==> config.mk <==
export PLATFORM = sky130hd
export DESIGN_NAME = pmm_bead_cell
export DESIGN_NICKNAME = d
export VERILOG_FILES = /design/src/rtl/pmm_pkg.sv /design/src/rtl/pmm_bead_cell.sv
export SDC_FILE = /design/constraint.sdc
export NUM_CORES = 1
export LEC_CHECK = 0
export ABC_AREA = 1
export BUFFER_PORTS_ARGS = -buffer_cell sky130_fd_sc_hd__buf_2
export CORE_UTILIZATION = 39
export DETAILED_ROUTE_END_ITERATION = 8
export MAX_ROUTING_LAYER = met4
export PLACE_DENSITY = 0.84
export REMOVE_ABC_BUFFERS = 1
export SYNTH_ARGS = -nofsm -noshare
export SYNTH_HDL_FRONTEND = slang
export SYNTH_SLANG_ARGS = --single-unit
==> constraint.sdc <==
create_clock -name clk -period 0.8 [get_ports clk]
set_input_delay 0.08 -clock clk [delete_from_list [all_inputs] [get_ports clk]]
set_output_delay 0.08 -clock clk [all_outputs]
set_load 0.005 [all_outputs]
==> src/rtl/pmm_pkg.sv <==
// Shared types, codes and constants of the polymer Metropolis move unit.
package pmm_pkg;

  typedef logic signed [23:0] coord_t;

  typedef struct packed {
    coord_t x;
    coord_t y;
    coord_t z;
  } pos_t;

  typedef struct packed {
    logic [23:0] k;
    logic [23:0] rest;
    logic [23:0] sigma;
    logic [23:0] eps;
  } eu_cfg_t;

  localparam logic [1:0] MODE_LOAD = 2'd0;
  localparam logic [1:0] MODE_MOVE = 2'd1;
  localparam logic [1:0] MODE_READ = 2'd2;

  localparam logic [1:0] CFG_K     = 2'd0;
  localparam logic [1:0] CFG_REST  = 2'd1;
  localparam logic [1:0] CFG_SIGMA = 2'd2;
  localparam logic [1:0] CFG_EPS   = 2'd3;

  localparam int DIFF_W = 49;
  localparam logic signed [63:0] DE_MAX = 64'sd549755813887;
  localparam logic signed [63:0] DE_MIN = -64'sd549755813888;
  localparam logic signed [23:0] COORD_MAX = 24'sh7FFFFF;
  localparam logic signed [23:0] COORD_MIN = -24'sh800000;
  localparam logic [19:0] U_CAP = 20'h80000;

  typedef enum logic [3:0] {
    T_IDLE, T_SEEK, T_SHIFT, T_CHECK, T_WAIT, T_EXP, T_EXPW, T_DONE
  } top_state_t;

  typedef enum logic [4:0] {
    E_IDLE, E_SIG, E_SQX, E_SQY, E_SQZ, E_SUM, E_SEL, E_SQRT, E_DEV, E_KMUL,
    E_BTERM, E_DIV, E_U2, E_U3, E_U6, E_E6, E_E3, E_PTERM, E_FIN
  } eu_state_t;

  // exp(-2^(k-16)) in Q.31
  function automatic logic [30:0] exp_tab(input logic [4:0] k);
    logic [30:0] t;
    case (k)
      5'd0:  t = 31'd2147450880;
      5'd1:  t = 31'd2147418113;
      5'd2:  t = 31'd2147352580;
      5'd3:  t = 31'd2147221520;
      5'd4:  t = 31'd2146959424;
      5'd5:  t = 31'd2146435328;
      5'd6:  t = 31'd2145387520;
      5'd7:  t = 31'd2143293437;
      5'd8:  t = 31'd2139111403;
      5'd9:  t = 31'd2130771798;
      5'd10: t = 31'd2114190000;
      5'd11: t = 31'd2081412522;
      5'd12: t = 31'd2017374191;
      5'd13: t = 31'd1895147668;
      5'd14: t = 31'd1672461947;
      5'd15: t = 31'd1302514674;
      5'd16: t = 31'd790015084;
      5'd17: t = 31'd290630308;
      5'd18: t = 31'd39332535;
      5'd19: t = 31'd720401;
      default: t = 31'd0;
    endcase
    return t;
  endfunction

endpackage

==> src/rtl/pmm_bead_cell.sv <==
// One bead cell of the position ring: holds a bead and passes it to its neighbor.
module pmm_bead_cell #(
  parameter logic [23:0] INIT_Z = 24'd0
) (
  input  logic          clk,
  input  logic          rst,
  input  logic          shift,
  input  logic          load,
  input  pmm_pkg::pos_t load_pos,
  input  pmm_pkg::pos_t in_pos,
  output pmm_pkg::pos_t pos
);

  always_ff @(posedge clk) begin
    if (rst) begin
      pos.x <= '0;
      pos.y <= '0;
      pos.z <= INIT_Z;
    end else if (shift) begin
      pos <= in_pos;
    end else if (load) begin
      pos <= load_pos;
    end
  end

endmodule

==> metrics.md <==
| Metric | Value |
|---|---|
| Slew @ Worst Pin | 0.312 ns |
| Tot Pwr | 8.89 mW |
| FF-to-FF End | pos[24]$_SDFFE_PP0P_ |
| Layout Nets | about 900 |
| Total track usage | 0.215 |
| Mean Syn Cell Area | 6.50 sq um |
| GRT overflow | 0 |
| Worst vdd ir | 1.12 mV |
| Critical path capture point type | output pin |
| Status | finished with violations |
| Antenna violations before repair | 0 |
| Hold path depth | 5 |
| Worst-Skew Late Latency | 0.33 ns |
| # fillers | approximately 800 |
| Total CTS buffers | 9 |
| Register area | between 1500 and 2000 sq um |
| Cell area after synthesis | 3540 sq um |
| CTS tree | built |
| YS warnings | 0 |
| Post-Place Worst Slack | -0.216 ns |
| Clock group share of total power | 0.357 |
| Critical R2R Launch | pos[24]$_SDFFE_PP0P_ |
| Largest registers | pos x72 |
| Pin count of the biggest net entering global routing | 73 |
| Global-route wire length before repair | 16,300 um |
| Number of global-route vias before repair | 3,727 |
| Fin Setup TNS | -3.49 ns |
| Final Wtd Congestion | 0.801 |
| Core ar. | 8760 sq um |
| Fmax | 1140 MHz |
| Critical path class | flip-flop to output pin |
| Slowest CP cell | dfxtp_2 |
| Switch Pwr | 2.29 mW |
| Vias | 4,112 |
| Initial cell density of the core | 0.404 |
| Failing checks | negative setup slack |
| DP HPWL | just under 7000 um |
| Via/cell ratio | 4.76 |
| Avg WL per Cell | 11.7 um |
| Final cycle utilization of the critical path | 1.09 |
| Worst Hold Launch | in_pos[43] |
| Maximum clock path buffer count | 2 |
| Leak pwr | between 3 and 4 nW |
| Port bufs | 219 |
| CTS Sinks | 72 |
| Largest register by flop count | pos |
| Skew final | 0 ns |
| Crit path required time | around 0.72 ns |
| Crit path cell chain | buf_2 |
| HP Class | primary input to flip-flop |
| Drt total wl | 10,100 um |
| Synth top area cells | dfxtp_1, nand2_1, nand3_1 |
| Share of cells above drive strength 1 | 0.430 |
| Slew margin rel. | 0.792 |
| Largest area contributor in the netlist | dfxtp_1 |
| Root Driver | clkbuf_8 |
| Internal power | 6.60 mW |
| Die W | 97.3 um |
| Die height | 97.3 um |
| Share of the synthesized area in the top cell type | 0.407 |
| DR pass1 iterations | 5 |
| Ports | 220 |
| CP top delay family | flip-flops |
| Critical path peak fanout | 2 |
| Unrepaired setup endpoints after global routing | true |
| Worst-path clk slew | 0.08 ns |
| Switching Share | 0.258 |
| Final Hold Viols | 0 |
| Hold buffer count at CTS | 0 |
| Min setup slack post-route | -0.0760 ns |
| Synth Register Bits | 72 |
| Tmin final | 0.876 ns |
| Final hold slack | 0.0334 ns |
| Sequential share of the synthesized area | 0.407 |
| Row cnt | 34 |
| Slew Viols, Final | 0 |
| Sequential power share | 0.452 |
| Worst Setup Start Kind | flip-flop |
| Reg2reg path depth | 5 |
| ANT cells | 0 |
| PwrDens | 1700 nW/um^2 |
| Worst path max stage delay | around 0.35 ns |
| Largest register FFs | 72 |
| Area delta synth->final | 47.6% |
| DRC Markers | 0 |
| Cells after Synth | ~540 |
| WP buf/inv | 1 |
| FF-to-FF setup slack | around 0.01 ns |
| Max cap viols | 0 |
| Setup Viol. Count Final | 72 |
| Unique masters post-synth | 12 |
| H-tree Lvls | 3 |
| Multi-input gate area | 1550 sq um |
| Routed Antenna Nets | 0 |
| Fin util | 0.596 |
| Initial drt markers | 143 |
| Combinational share of power | 0.192 |
| Die area | 9460 sq um |
| WHS Endpoint | pos[43]$_SDFFE_PP0P_ |
| Crit path DAT | approximately 0.80 ns |
==> stage by stage <==
step / std cells / area, sq um
finish: 864 / 5220
global placement: 845 / 4690
detailed placement: 845 / 4690
floorplan: 507 / 3260
CTS: 863 / 5130
global route: 864 / 5220
==> power by group through the flow <==
stage	logic, mW	registers, mW	clock network, mW
6_report	1.70	4.01	3.17
5_1_grt	1.90	4.04	3.45
4_1_cts	1.65	4.00	3.29
3_5_place_dp	1.57	4.02	0
3_3_place_gp	1.55	4.02	0
2_1_floorplan	0.600	4.04	0
==> cell usage in the layout, fill, tap and decap left out, drive strengths merged <==
cell type and instances:
clkbuf 11, clkinvlp 2, inv 74, bufinv 2
dfxtp 72, nor2 1, nand2 216, buf 233
nand3 144, clkinv 1
==> repair_timing <==
item	CTS	global route
hold endpoints to repair	0	0
gates resized for setup	89	16
setup buffers	2	1
setup endpoints to repair	72	73
==> worst max path at each step <==
stage | slack [ns] | cells past startpoint | start | to
floorplan | -0.41 | 5 | shift | pos[0]$_SDFFE_PP0P_
global placement | -0.19 | 6 | shift | pos[57]$_SDFFE_PP0P_
detailed placement | -0.22 | 6 | shift | pos[36]$_SDFFE_PP0P_
CTS | -0.09 | 1 | pos[35]$_SDFFE_PP0P_ | pos[35]
global route | -0.12 | 1 | pos[35]$_SDFFE_PP0P_ | pos[35]
finish | -0.08 | 1 | pos[35]$_SDFFE_PP0P_ | pos[35]
==> cell usage after synthesis (all sizes together) <==
cell	number
clkbuf	1
nor2	1
inv	74
buf	36
dfxtp	72
nand3	144
nand2	216
==> cell type report <==
class	count	share of cell area
tap	108	0.0259
inverter	74	0.0537
sequential	72	0.293
clock buffer	11	0.0271
multi-input combinational	361	0.296
timing repair buffer	233	0.289
clock inverter	5	0.0153
==> cells by family (layout without fill, tap and decap cells) <==
group	count (synthesis)	after routing	synth area share
flip-flops	72	72	0.407
AND/OR/NAND/NOR	361	361	0.436
buffers and inverters	111	323	0.157
==> layer usage <==
| metal | vias to the layer above | track usage | part of all wire |
|---|---|---|---|
| li1 | 2086 | - | - |
| met1 | 1810 | 0.249 | 0.41 |
| met2 | 191 | 0.371 | 0.50 |
| met3 | 25 | 0.0331 | 0.067 |
| met4 | 0 | 0.0905 | 0.021 |
| met5 | - | - | 0 |
(Power assumes the default switching activity.)
