File: src/rtl/pmm_pkg.sv
// Shared types, codes and constants of the polymer Metropolis move unit.
package pmm_pkg;

  typedef logic signed [23:0] coord_t;

  typedef struct packed {
    coord_t x;
    coord_t y;
    coord_t z;
  } pos_t;

  typedef struct packed {
    logic [23:0] k;
    logic [23:0] rest;
    logic [23:0] sigma;
    logic [23:0] eps;
  } eu_cfg_t;

  localparam logic [1:0] MODE_LOAD = 2'd0;
  localparam logic [1:0] MODE_MOVE = 2'd1;
  localparam logic [1:0] MODE_READ = 2'd2;

  localparam logic [1:0] CFG_K     = 2'd0;
  localparam logic [1:0] CFG_REST  = 2'd1;
  localparam logic [1:0] CFG_SIGMA = 2'd2;
  localparam logic [1:0] CFG_EPS   = 2'd3;

  localparam int DIFF_W = 49;
  localparam logic signed [63:0] DE_MAX = 64'sd549755813887;
  localparam logic signed [63:0] DE_MIN = -64'sd549755813888;
  localparam logic signed [23:0] COORD_MAX = 24'sh7FFFFF;
  localparam logic signed [23:0] COORD_MIN = -24'sh800000;
  localparam logic [19:0] U_CAP = 20'h80000;

  typedef enum logic [3:0] {
    T_IDLE, T_SEEK, T_SHIFT, T_CHECK, T_WAIT, T_EXP, T_EXPW, T_DONE
  } top_state_t;

  typedef enum logic [4:0] {
    E_IDLE, E_SIG, E_SQX, E_SQY, E_SQZ, E_SUM, E_SEL, E_SQRT, E_DEV, E_KMUL,
    E_BTERM, E_DIV, E_U2, E_U3, E_U6, E_E6, E_E3, E_PTERM, E_FIN
  } eu_state_t;

  // exp(-2^(k-16)) in Q.31
  function automatic logic [30:0] exp_tab(input logic [4:0] k);
    logic [30:0] t;
    case (k)
      5'd0:  t = 31'd2147450880;
      5'd1:  t = 31'd2147418113;
      5'd2:  t = 31'd2147352580;
      5'd3:  t = 31'd2147221520;
      5'd4:  t = 31'd2146959424;
      5'd5:  t = 31'd2146435328;
      5'd6:  t = 31'd2145387520;
      5'd7:  t = 31'd2143293437;
      5'd8:  t = 31'd2139111403;
      5'd9:  t = 31'd2130771798;
      5'd10: t = 31'd2114190000;
      5'd11: t = 31'd2081412522;
      5'd12: t = 31'd2017374191;
      5'd13: t = 31'd1895147668;
      5'd14: t = 31'd1672461947;
      5'd15: t = 31'd1302514674;
      5'd16: t = 31'd790015084;
      5'd17: t = 31'd290630308;
      5'd18: t = 31'd39332535;
      5'd19: t = 31'd720401;
      default: t = 31'd0;
    endcase
    return t;
  endfunction

endpackage

File: src/rtl/pmm_exp_unit.sv
// Bit-serial exp(-dE) evaluator: one table product per step over twenty steps.
module pmm_exp_unit (
  input  logic        clk,
  input  logic        rst,
  input  logic        start,
  input  logic [19:0] d,
  output logic        busy,
  output logic        done,
  output logic [31:0] ex
);

  logic [19:0] dr;
  logic [4:0]  cnt;
  logic [62:0] prod;

  assign prod = 63'(ex * pmm_pkg::exp_tab(cnt));

  always_ff @(posedge clk) begin
    if (rst) begin
      busy <= 1'b0;
      done <= 1'b0;
    end else begin
      done <= 1'b0;
      if (start) begin
        busy <= 1'b1;
      end else if (busy && cnt == 5'd19) begin
        busy <= 1'b0;
        done <= 1'b1;
      end
    end
  end

  always_ff @(posedge clk) begin
    if (start) begin
      ex  <= 32'h8000_0000;
      dr  <= d;
      cnt <= '0;
    end else if (busy) begin
      if (dr[0]) ex <= prod[62:31];
      dr  <= dr >> 1;
      cnt <= cnt + 5'd1;
    end
  end

endmodule

File: config.mk
export PLATFORM = sky130hd
export DESIGN_NAME = pmm_exp_unit
export DESIGN_NICKNAME = d
export VERILOG_FILES = /design/src/rtl/pmm_pkg.sv /design/src/rtl/pmm_exp_unit.sv
export SDC_FILE = /design/constraint.sdc
export NUM_CORES = 2
export LEC_CHECK = 0
export BUFFER_PORTS_ARGS = -buffer_cell sky130_fd_sc_hd__buf_2
export CORE_MARGIN = 2
export CORE_UTILIZATION = 40
export CTS_BUF_LIST = sky130_fd_sc_hd__clkbuf_8 sky130_fd_sc_hd__clkbuf_16
export CTS_CLUSTER_DIAMETER = 40
export DETAILED_ROUTE_END_ITERATION = 6
export GPL_ROUTABILITY_DRIVEN = 0
export PLACE_DENSITY_LB_ADDON = 0.12
export REMOVE_ABC_BUFFERS = 1
export SETUP_SLACK_MARGIN = 0.5
export SYNTH_ARGS = -nofsm -noshare
export SYNTH_HDL_FRONTEND = slang
export SYNTH_SLANG_ARGS = --single-unit
File: constraint.sdc
create_clock -name clk -period 17.05 [get_ports clk]
set_clock_uncertainty 0.05 [all_clocks]
set_input_delay 2.5575 -clock clk [delete_from_list [all_inputs] [get_ports clk]]
set_output_delay 2.5575 -clock clk [all_outputs]
set_load 0.02 [all_outputs]
==> impl_results.md <==
- Status: finished, final reports clean
- Final setup fails: 0
- Post-synth top area share: 0.489
- Cell mode on critical path: fa_1
- Final Max Slew Viols: 0
- Post-CTS repair timing setup buffer count: 0
- Row count: approximately 110
- Clock Pin Slew Worst Setup and Hold Paths: ~70 ps
- Cts hold-fix bufs: 0
- Root Buffer: clkbuf_16
- Slowest stage cell, crit path: dfxtp_1
- Post-synth ARST share: 0
- Post-synth EDFFs: 20
- Worst Path Max Fanout: 17
- Fillers: between 9,000 and 10,000
- Crit path cell chain: buf_4 > nand2_1 > fa_1 > fa_1 > inv_1 > fa_1 > fa_1 > fa_1 > fa_1 > fa_1 > inv_1 > fa_1 > inv_1 > ha_1 > a21oi_1 > o21bai_1 > a21oi_1 > o21ai_1 > or3_1 > a41o_1 > a21oi_4 > o21ai_0 > a221o_1
- Initial Util: 0.402
- Worst slew pin tran: between 1000 and 1500 ps
- Most common cell after layout, fill and taps aside: fa_1
- Overall global routing resource usage: 0.242
- Total CTS buffers: 9
- Vias per cell: between 5 and 6
- Clock buffer depth: 2
- Synthesized cell area: between 30,000 and 40,000 um2
- Setup_tns: 0 ps
- Final Util: 0.421
- IO buf count: 56
- Die Wd: around 300 um
- Post-synth top area cell: fa_1
- CP Data Required Time: 17,260 ps
- TritonRoute pass-1 iters: 5
- Cts repair resizes: 0
- Mean area per synthesized cell: approximately 9 um2
- Core area: 88,100 um2
- Initial antenna violation count: 8
- Total routed wirelength: between 100,000 and 150,000 um
- Critical path data arrival time: around 8600 ps
- Die H: about 300 um
- Layout Nets: approximately 5,000
- Die ar.: roughly 90,000 um2
- Hold Fails Final Rpt: 0
- IO Pins: 57
- Synth Instances: 3,904
- Synth warnings: 0
- Clk_lat worst skew: 370 ps
- WL/cell: between 20 and 25 um
- Synth area leaders: fa_1 (49%), and2_1 (9.6%), ha_1 (9.4%), inv_1 (8.9%), nand2_1 (6.0%)
- Vias in the first global route: roughly 28,000
- Distinct cells, synth: 68
- Flops & latches, synth: 90
- Num Clock Sinks: 90
- Worst setup SP type: flop
- Largest net degree at the start of global routing: 43
- Routed Antenna Nets: 0
- Period Utilization, post-route: 0.491
- HPWL after detailed placement: approximately 80,000 um
- Crit path kind: reg2reg
- Worst Setup End Kind: flop
- # H-tree levels: 3
- GRT overflow: 0
- RSZ-0062 raised after global routing: false
- Layout cell share with drive strength beyond 1: 0.0485
- DRC errors left: 0
- Slowest cell delay on critical path: between 900 and 1000 ps
- Min cycle time layout: about 8400 ps
- Min-Delay Path Class: reg2reg
- Rel. slew slack: 0.197
- Top FF cell, synth: dfxtp_1
- Seq/Total Area, Yosys: 0.0566
- P&R area growth vs syn: 4.90%
- Initial drt markers: 1,394
- Max-Cap Viols: 0
- CTS tree: yes
- Achievable Freq: about 120 MHz
- Via count: roughly 25,000
- Most frequent cells in the layout: fa_1 (865), inv_1 (838), nand2_1 (565), and2_1 (544), ha_1 (266)
- First-pass GRT wire length: 167,000 um
Yosys cell counts (5+ instances only):
cell type and count:
a21o_1 20, nand3_1 21, o31ai_1 7, or3_1 10, o21a_1 10, and3_1 8
nor3_1 15, or2_2 5, a22oi_1 5, a21oi_1 92, inv_1 838, mux2_2 19
and2_1 544, dfxtp_1 70, xor2_1 15, nor2_1 48, ha_1 266, clkbuf_1 224
edfxtp_1 20, o211ai_1 11, nor2b_1 6, o21bai_1 9, a31oi_1 7, buf_1 6
a211oi_1 6, nand2_1 565, fa_1 865, o21ai_1 15, nand4_1 27, o22ai_1 14
xnor2_1 11, o21ai_0 53
logic make-up (layout without fill, tap and decap cells):
logic type | after synthesis | in the layout | share of synthesized area
fa+ha+maj | 1131 | 1131 | 0.583
buf+inv | 1068 | 981 | 0.113
compound gates | 297 | 297 | 0.0532
mux | 21 | 21 | 0.00661
flops | 90 | 90 | 0.0566
xor+xnor | 26 | 26 | 0.00643
simple gates | 1271 | 1271 | 0.181
other cells | 0 | 3 | 0
metrics by stage:
step	worst slack (ps)	hold slack, ps	instance area [um2]	std cells
detailed placement	8650	383	36800	4966
global route	8280	428	37100	4982
global placement	8650	385	36800	4966
floorplan	9720	473	34500	3674
CTS	8630	400	37100	4982
finish	8680	400	37100	4985
critical path, delay by kind of cell, from the launching register on:
family                     cells  cell delay (ps)
adders and majority gates      9             4190
AOI/OAI and AO/OA              8             1920
DFF                            1              970
buffers and inverters          4              600
and+or+nand+nor                2              490
routing by layer:
metal,track usage,up-vias,routed length [um]
li1,-,11365,-
met1,0.339,13505,46700
met2,0.417,537,51400
met3,0.0195,66,4630
met4,0.0368,2,1430
met5,0,-,16
final cells by class:
cell class              instances  area, um2  area share
inverters                     838       3150      0.0847
clock buffers                   9        225     0.00607
repair buffers                127        813      0.0219
well taps                    1165       1460      0.0393
diodes                          3       7.51    0.000202
clock inverters                 7       78.8     0.00212
flip-flops and latches         90       2020      0.0543
multi-input cells            2746      29400       0.791
final timing paths:
| kind | cells past startpoint | slack (ps) | endpoint | startpoint |
|---|---|---|---|---|
| setup / recovery | 23 | 8680 | ex[24] | ex[16] |
| setup reg to reg | 23 | 8680 | ex[24] | ex[16] |
| hold / removal | 2 | 400 | ex[14] | ex[14] |
| hold reg to reg | 2 | 400 | ex[14] | ex[14] |
Power is not shown: default switching activity piles up to over one toggle a cycle in this logic, so the estimate is an artifact.
