## src/rtl/pmm_pkg.sv

```systemverilog
// Shared types, codes and constants of the polymer Metropolis move unit.
package pmm_pkg;

  typedef logic signed [23:0] coord_t;

  typedef struct packed {
    coord_t x;
    coord_t y;
    coord_t z;
  } pos_t;

  typedef struct packed {
    logic [23:0] k;
    logic [23:0] rest;
    logic [23:0] sigma;
    logic [23:0] eps;
  } eu_cfg_t;

  localparam logic [1:0] MODE_LOAD = 2'd0;
  localparam logic [1:0] MODE_MOVE = 2'd1;
  localparam logic [1:0] MODE_READ = 2'd2;

  localparam logic [1:0] CFG_K     = 2'd0;
  localparam logic [1:0] CFG_REST  = 2'd1;
  localparam logic [1:0] CFG_SIGMA = 2'd2;
  localparam logic [1:0] CFG_EPS   = 2'd3;

  localparam int DIFF_W = 49;
  localparam logic signed [63:0] DE_MAX = 64'sd549755813887;
  localparam logic signed [63:0] DE_MIN = -64'sd549755813888;
  localparam logic signed [23:0] COORD_MAX = 24'sh7FFFFF;
  localparam logic signed [23:0] COORD_MIN = -24'sh800000;
  localparam logic [19:0] U_CAP = 20'h80000;

  typedef enum logic [3:0] {
    T_IDLE, T_SEEK, T_SHIFT, T_CHECK, T_WAIT, T_EXP, T_EXPW, T_DONE
  } top_state_t;

  typedef enum logic [4:0] {
    E_IDLE, E_SIG, E_SQX, E_SQY, E_SQZ, E_SUM, E_SEL, E_SQRT, E_DEV, E_KMUL,
    E_BTERM, E_DIV, E_U2, E_U3, E_U6, E_E6, E_E3, E_PTERM, E_FIN
  } eu_state_t;

  // exp(-2^(k-16)) in Q.31
  function automatic logic [30:0] exp_tab(input logic [4:0] k);
    logic [30:0] t;
    case (k)
      5'd0:  t = 31'd2147450880;
      5'd1:  t = 31'd2147418113;
      5'd2:  t = 31'd2147352580;
      5'd3:  t = 31'd2147221520;
      5'd4:  t = 31'd2146959424;
      5'd5:  t = 31'd2146435328;
      5'd6:  t = 31'd2145387520;
      5'd7:  t = 31'd2143293437;
      5'd8:  t = 31'd2139111403;
      5'd9:  t = 31'd2130771798;
      5'd10: t = 31'd2114190000;
      5'd11: t = 31'd2081412522;
      5'd12: t = 31'd2017374191;
      5'd13: t = 31'd1895147668;
      5'd14: t = 31'd1672461947;
      5'd15: t = 31'd1302514674;
      5'd16: t = 31'd790015084;
      5'd17: t = 31'd290630308;
      5'd18: t = 31'd39332535;
      5'd19: t = 31'd720401;
      default: t = 31'd0;
    endcase
    return t;
  endfunction

endpackage

```

## src/rtl/pmm_energy_unit.sv

```systemverilog
// Sequential evaluator of one pair term (bond or repulsion) for new and old positions.
module pmm_energy_unit (
  input  logic                               clk,
  input  logic                               rst,
  input  logic                               start,
  input  logic                               is_bond,
  input  pmm_pkg::eu_cfg_t                   cfg,
  input  pmm_pkg::pos_t                      head,
  input  pmm_pkg::pos_t                      new_pos,
  input  pmm_pkg::pos_t                      old_pos,
  output logic                               busy,
  output logic                               done,
  output logic signed [pmm_pkg::DIFF_W-1:0]  diff
);

  localparam int DIFF_W = pmm_pkg::DIFF_W;

  pmm_pkg::eu_state_t st, st_next;

  logic        phase;
  logic [47:0] s2;
  logic [49:0] d2;
  logic [49:0] v, r, bitv;
  logic [49:0] rem;
  logic [18:0] nb;
  logic [18:0] q;
  logic [4:0]  cnt;
  logic [19:0] u;
  logic [25:0] u3;
  logic [45:0] e6;
  logic signed [47:0] term, first;
  logic [61:0] prod;

  logic [35:0] mul_a;
  logic [25:0] mul_b;
  pmm_pkg::pos_t p;
  logic signed [24:0] dx, dy, dz;
  logic [24:0] ax, ay, az;
  logic [25:0] len, dev;
  logic [25:0] e4;
  logic [50:0] sq_sum;
  logic [50:0] rem2;
  logic [18:0] q_next;

  assign p  = phase ? old_pos : new_pos;
  assign dx = {head.x[23], head.x} - {p.x[23], p.x};
  assign dy = {head.y[23], head.y} - {p.y[23], p.y};
  assign dz = {head.z[23], head.z} - {p.z[23], p.z};
  assign ax = dx[24] ? 25'(-dx) : 25'(dx);
  assign ay = dy[24] ? 25'(-dy) : 25'(dy);
  assign az = dz[24] ? 25'(-dz) : 25'(dz);
  assign len = r[25:0];
  assign dev = (len >= 26'(cfg.rest)) ? len - 26'(cfg.rest) : 26'(cfg.rest) - len;
  assign e4 = {cfg.eps, 2'b00};
  assign sq_sum = {1'b0, r} + {1'b0, bitv};
  assign rem2 = {rem, nb[18]};
  assign q_next = (rem2 >= {1'b0, d2}) ? {q[17:0], 1'b1} : {q[17:0], 1'b0};
  assign busy = (st != pmm_pkg::E_IDLE);

  always_comb begin
    mul_a = '0;
    mul_b = '0;
    case (st)
      pmm_pkg::E_SIG:  begin mul_a = 36'(cfg.sigma); mul_b = 26'(cfg.sigma); end
      pmm_pkg::E_SQX:  begin mul_a = 36'(ax); mul_b = 26'(ax); end
      pmm_pkg::E_SQY:  begin mul_a = 36'(ay); mul_b = 26'(ay); end
      pmm_pkg::E_SQZ:  begin mul_a = 36'(az); mul_b = 26'(az); end
      pmm_pkg::E_DEV:  begin mul_a = 36'(dev); mul_b = dev; end
      pmm_pkg::E_KMUL: begin mul_a = prod[51:16]; mul_b = 26'(cfg.k); end
      pmm_pkg::E_U2:   begin mul_a = 36'(u); mul_b = 26'(u); end
      pmm_pkg::E_U3:   begin mul_a = 36'(prod[38:16]); mul_b = 26'(u); end
      pmm_pkg::E_U6:   begin mul_a = 36'(prod[41:16]); mul_b = prod[41:16]; end
      pmm_pkg::E_E6:   begin mul_a = prod[51:16]; mul_b = e4; end
      pmm_pkg::E_E3:   begin mul_a = 36'(u3); mul_b = e4; end
      default: ;
    endcase
  end

  always_comb begin
    st_next = st;
    unique case (st)
      pmm_pkg::E_IDLE:  if (start) st_next = pmm_pkg::E_SIG;
      pmm_pkg::E_SIG:   st_next = pmm_pkg::E_SQX;
      pmm_pkg::E_SQX:   st_next = pmm_pkg::E_SQY;
      pmm_pkg::E_SQY:   st_next = pmm_pkg::E_SQZ;
      pmm_pkg::E_SQZ:   st_next = pmm_pkg::E_SUM;
      pmm_pkg::E_SUM:   st_next = pmm_pkg::E_SEL;
      pmm_pkg::E_SEL: begin
        if (is_bond) st_next = pmm_pkg::E_SQRT;
        else if (({2'b0, d2} >= {s2, 4'b0}) || (cfg.eps == '0)) st_next = pmm_pkg::E_FIN;
        else if ((d2 == '0) || ({5'b0, s2} >= {d2, 3'b0})) st_next = pmm_pkg::E_U2;
        else st_next = pmm_pkg::E_DIV;
      end
      pmm_pkg::E_SQRT:  if (bitv[0]) st_next = pmm_pkg::E_DEV;
      pmm_pkg::E_DEV:   st_next = pmm_pkg::E_KMUL;
      pmm_pkg::E_KMUL:  st_next = pmm_pkg::E_BTERM;
      pmm_pkg::E_BTERM: st_next = pmm_pkg::E_FIN;
      pmm_pkg::E_DIV:   if (cnt == 5'd18) st_next = pmm_pkg::E_U2;
      pmm_pkg::E_U2:    st_next = pmm_pkg::E_U3;
      pmm_pkg::E_U3:    st_next = pmm_pkg::E_U6;
      pmm_pkg::E_U6:    st_next = pmm_pkg::E_E6;
      pmm_pkg::E_E6:    st_next = pmm_pkg::E_E3;
      pmm_pkg::E_E3:    st_next = pmm_pkg::E_PTERM;
      pmm_pkg::E_PTERM: st_next = pmm_pkg::E_FIN;
      pmm_pkg::E_FIN:   st_next = phase ? pmm_pkg::E_IDLE : pmm_pkg::E_SQX;
      default:          st_next = pmm_pkg::E_IDLE;
    endcase
  end

  always_ff @(posedge clk) begin
    if (rst) begin
      st   <= pmm_pkg::E_IDLE;
      done <= 1'b0;
    end else begin
      st   <= st_next;
      done <= (st == pmm_pkg::E_FIN) && phase;
    end
  end

  always_ff @(posedge clk) begin
    prod <= 62'(mul_a * mul_b);
    case (st)
      pmm_pkg::E_IDLE: phase <= 1'b0;
      pmm_pkg::E_SQX:  if (!phase) s2 <= prod[47:0];
      pmm_pkg::E_SQY:  d2 <= prod[49:0];
      pmm_pkg::E_SQZ:  d2 <= d2 + prod[49:0];
      pmm_pkg::E_SUM:  d2 <= d2 + prod[49:0];
      pmm_pkg::E_SEL: begin
        term <= '0;
        v    <= d2;
        r    <= '0;
        bitv <= 50'(1) << 48;
        u    <= pmm_pkg::U_CAP;
        rem  <= 50'(s2[47:3]);
        nb   <= {s2[2:0], 16'b0};
        q    <= '0;
        cnt  <= '0;
      end
      pmm_pkg::E_SQRT: begin
        if ({1'b0, v} >= sq_sum) begin
          v <= v - sq_sum[49:0];
          r <= (r >> 1) + bitv;
        end else begin
          r <= r >> 1;
        end
        bitv <= bitv >> 2;
      end
      pmm_pkg::E_BTERM: term <= 48'(prod[61:17]);
      pmm_pkg::E_DIV: begin
        rem <= (rem2 >= {1'b0, d2}) ? 50'(rem2 - {1'b0, d2}) : rem2[49:0];
        q   <= q_next;
        nb  <= {nb[17:0], 1'b0};
        cnt <= cnt + 5'd1;
        u   <= {1'b0, q_next};
      end
      pmm_pkg::E_U6:  u3 <= prod[41:16];
      pmm_pkg::E_E3:  e6 <= prod[61:16];
      pmm_pkg::E_PTERM: term <= $signed({2'b0, e6}) - $signed({2'b0, prod[61:16]});
      pmm_pkg::E_FIN: begin
        if (!phase) begin
          first <= term;
          phase <= 1'b1;
        end else begin
          diff <= DIFF_W'(first) - DIFF_W'(term);
        end
      end
      default: ;
    endcase
  end

endmodule

```

## config.mk

```make
export PLATFORM = sky130hd
export DESIGN_NAME = pmm_energy_unit
export DESIGN_NICKNAME = d
export VERILOG_FILES = /design/src/rtl/pmm_pkg.sv /design/src/rtl/pmm_energy_unit.sv
export SDC_FILE = /design/constraint.sdc
export NUM_CORES = 2
export LEC_CHECK = 0
export BUFFER_PORTS_ARGS = -buffer_cell sky130_fd_sc_hd__buf_2
export CAP_MARGIN = 10
export CORE_UTILIZATION = 28
export CTS_CLUSTER_SIZE = 16
export DETAILED_ROUTE_END_ITERATION = 6
export GPL_TIMING_DRIVEN = 0
export SLEW_MARGIN = 10
export SYNTH_ARGS = -nofsm -noshare
export SYNTH_HDL_FRONTEND = slang
export SYNTH_SLANG_ARGS = --single-unit
```

## constraint.sdc

```tcl
create_clock -name clk -period 13.9 [get_ports clk]
set_input_delay 0 -clock clk [delete_from_list [all_inputs] [get_ports clk]]
set_output_delay 0 -clock clk [all_outputs]
set_load 0.005 [all_outputs]
```

==> impl_metrics.json <==
{
  "status": "finished, violations left",
  "violations": "DRC",
  "slowest_delay_ns": 0.58,
  "syn_nets": 10778,
  "finalHoldViolCount": 0,
  "grt_max_degree": 56,
  "vdd_ir_drop_max_uv": 498,
  "setup_viol": 0,
  "numCtsBuffers": 61,
  "die_area_mm2": 0.283,
  "grt-ovfl-total": 0,
  "path_clk_slew_ns": 0.07,
  "drive_gt1_share_pct": 9.11,
  "ys_async_sr_fraction_pct": 0,
  "area_growth_syn_to_layout_pct": 12.9,
  "netlist_area_mm2": 0.0787,
  "cts_buffer_depth": 3,
  "gp_congestion": 1.01,
  "final_area_mm2": 0.0888,
  "r2r_cells": 41,
  "finalWirelength_um": 300000,
  "final_cells": 13199,
  "final_common_cell": "inv_1",
  "grt_use_total_pct": 20.8,
  "firstDrtPassIters": 7,
  "h-tree-depth": 2,
  "dp_slack_ns": -3.06,
  "drc": 21,
  "regArea_mm2": 0.0169,
  "slowest_stage": "fa_1",
  "cp_common_cell": "fa_1",
  "drtIter0Drc": 6207,
  "cp.arrival_ns": 14.06,
  "leakagePower_nw": 40.2,
  "synth_seq_area_share_pct": 21.5,
  "dp.cells": 13062,
  "fin_worst_skew_ns": 0.0394,
  "vias": 68082,
  "r2r_setup_slack_ns": 0.47,
  "syn_avg_cell_area_um2": 8.81,
  "worstSetupPathType": "flip-flop to flip-flop",
  "worst_skew_pair.late_latency_ns": 0.70,
  "synth_edf_count": 517,
  "cts_sinks": 585,
  "grt_antenna_before_repair": 25,
  "cp.required_ns": 14.53,
  "cts_tree": "yes",
  "min_path_type": "input port to flip-flop",
  "multi_input_area_mm2": 0.0565,
  "power.density_mw_per_mm2": 250,
  "place_area_mm2": 0.0859,
  "grt_pass1_wl_um": 441000,
  "initial_core_util_pct": 28.2,
  "ys_ff_latch": 585,
  "fmax_ghz": 0.0744,
  "io_pins": 367,
  "synth_cell_types": 92,
  "fill_cells": 29338,
  "tightestPinTransition_ns": 1.29,
  "slew_viol_final": 0,
  "portBuffers": 366,
  "max_cap_viol_count": 0,
  "grt_pass1_vias": 66919,
  "nets": 11266,
  "coreArea_mm2": 0.279,
  "syn-instance-count": 8924,
  "slew_headroom_pct": 13.7,
  "rows": 194,
  "vias_per_cell": 5.16,
  "die_h_um": 532,
  "holdPathStages": 4,
  "yosysWarnings": 0,
  "layout_common_cells": "1188 x inv_1, 1097 x nand2_1, 824 x fa_1",
  "setup_ws_ns": 0.466,
  "start_kind": "flip-flop",
  "antenna_left": 0,
  "synthFlopType": "edfxtp_1",
  "period_share_pct": 96.6,
  "end_kind": "flip-flop",
  "cts_root_buffer": "clkbuf_16",
  "layout_min_cycle_time_ns": 13.43,
  "drt-wirelength-per-cell_um": 22.8,
  "critPathMaxFanout": 10,
  "fp.dieW_um": 532,
  "dp_hpwl_um": 247000
}
## flip-flops by register name (all words and copies together), names as in the netlist, 47 cells and up
| signal | cells |
|---|---|
| term | 47 |
| s2 | 48 |
| first | 47 |
| rem | 50 |
| prod | 62 |
| r | 50 |
| diff | 49 |
| d2 | 50 |
| v | 50 |
## metrics by stage
stage                     utilization (%)  total power, mW  setup TNS (ns)  hold WS, ns
after floorplan                         -             13.9               0       0.0716
after global placement               30.5             19.6         -136.72        0.393
after detailed placement             30.7             19.7          -65.54        0.393
after CTS                            31.7             21.7               0      0.00256
after global routing                 31.8             24.0        -0.00937       0.0882
final                                31.8             22.2               0       0.0449
## path summary, 6_finish.rpt
check / from / to
worst max-delay path: r[8] / prod[58]
worst min-delay path: start / st[2]
worst max register to register: r[8] / prod[58]
worst min register to register: term[34] / first[34]
## kinds of logic after synthesis
| logic type | after synthesis | share of synthesized area [%] |
|---|---|---|
| multiplexers | 144 | 1.85 |
| XOR/XNOR | 471 | 5.24 |
| AND/OR/NAND/NOR | 2682 | 15.5 |
| buffers and inverters | 1553 | 7.50 |
| AO/OA/AOI/OAI | 1951 | 16.1 |
| adder cells (fa/ha/maj) | 1538 | 32.3 |
| flip-flops | 585 | 21.5 |
## cells in the mapped netlist, types with 133 or more instances
cell      instances  share of area, %
nand2_1        1099               5.2
xnor2_1         277               3.1
a21o_1          292               2.8
o21ai_0         490               3.1
edfxtp_1        517                20
xor2_1          194               2.2
inv_1          1188               5.7
nor2_1          692               3.3
mux2i_1         133               1.7
fa_1            824                21
clkbuf_1        310               1.5
ha_1            714                11
a21oi_1         459               2.9
## repair_timing
action / in CTS / in global routing
setup buffers: 12 / 8
pin swaps: 5 / 6
setup endpoints to repair: 38 / 17
hold buffers: 3 / 0
hold endpoints to repair: 6 / 0
resized for setup: 96 / 110
## final cells by class
type,instances,share of cell area [%]
Buffer,352,1.72
Multi-Input combinational cell,6786,63.7
Clock inverter,45,0.535
Timing Repair Buffer,437,2.93
Clock buffer,70,1.83
Antenna cell,11,0.0310
Sequential cell,585,19.0
Tap cell,3724,5.25
Inverter,1189,5.03
## where the power goes
| group | switching [mW] | leakage [nW] | internal [mW] |
|---|---|---|---|
| clock | 0.815 | 1.03 | 0.949 |
| sequential | 0.442 | 5.12 | 2.28 |
| combinational | 11.4 | 34.1 | 6.36 |
| total | 12.6 | 40.2 | 9.59 |
## worst max-delay path, delay by kind of cell, from the launching register on
family          cells  cell delay, ns
flops               1            0.50
mux                 1            0.17
buf+inv             8            2.08
simple gates        6            1.26
fa+ha+maj           9            4.41
compound gates     16            4.75
xor+xnor            1            0.13
## routing by layer
metal / wire [µm] / track usage [%] / vias up
met4: 21800 / 12.5 / 10
met5: 78 / 0 / -
met2: 132000 / 32.8 / 2811
li1: - / - / 31341
met3: 22300 / 3.14 / 667
met1: 124000 / 26.8 / 33253
(Power assumes the default switching activity.)
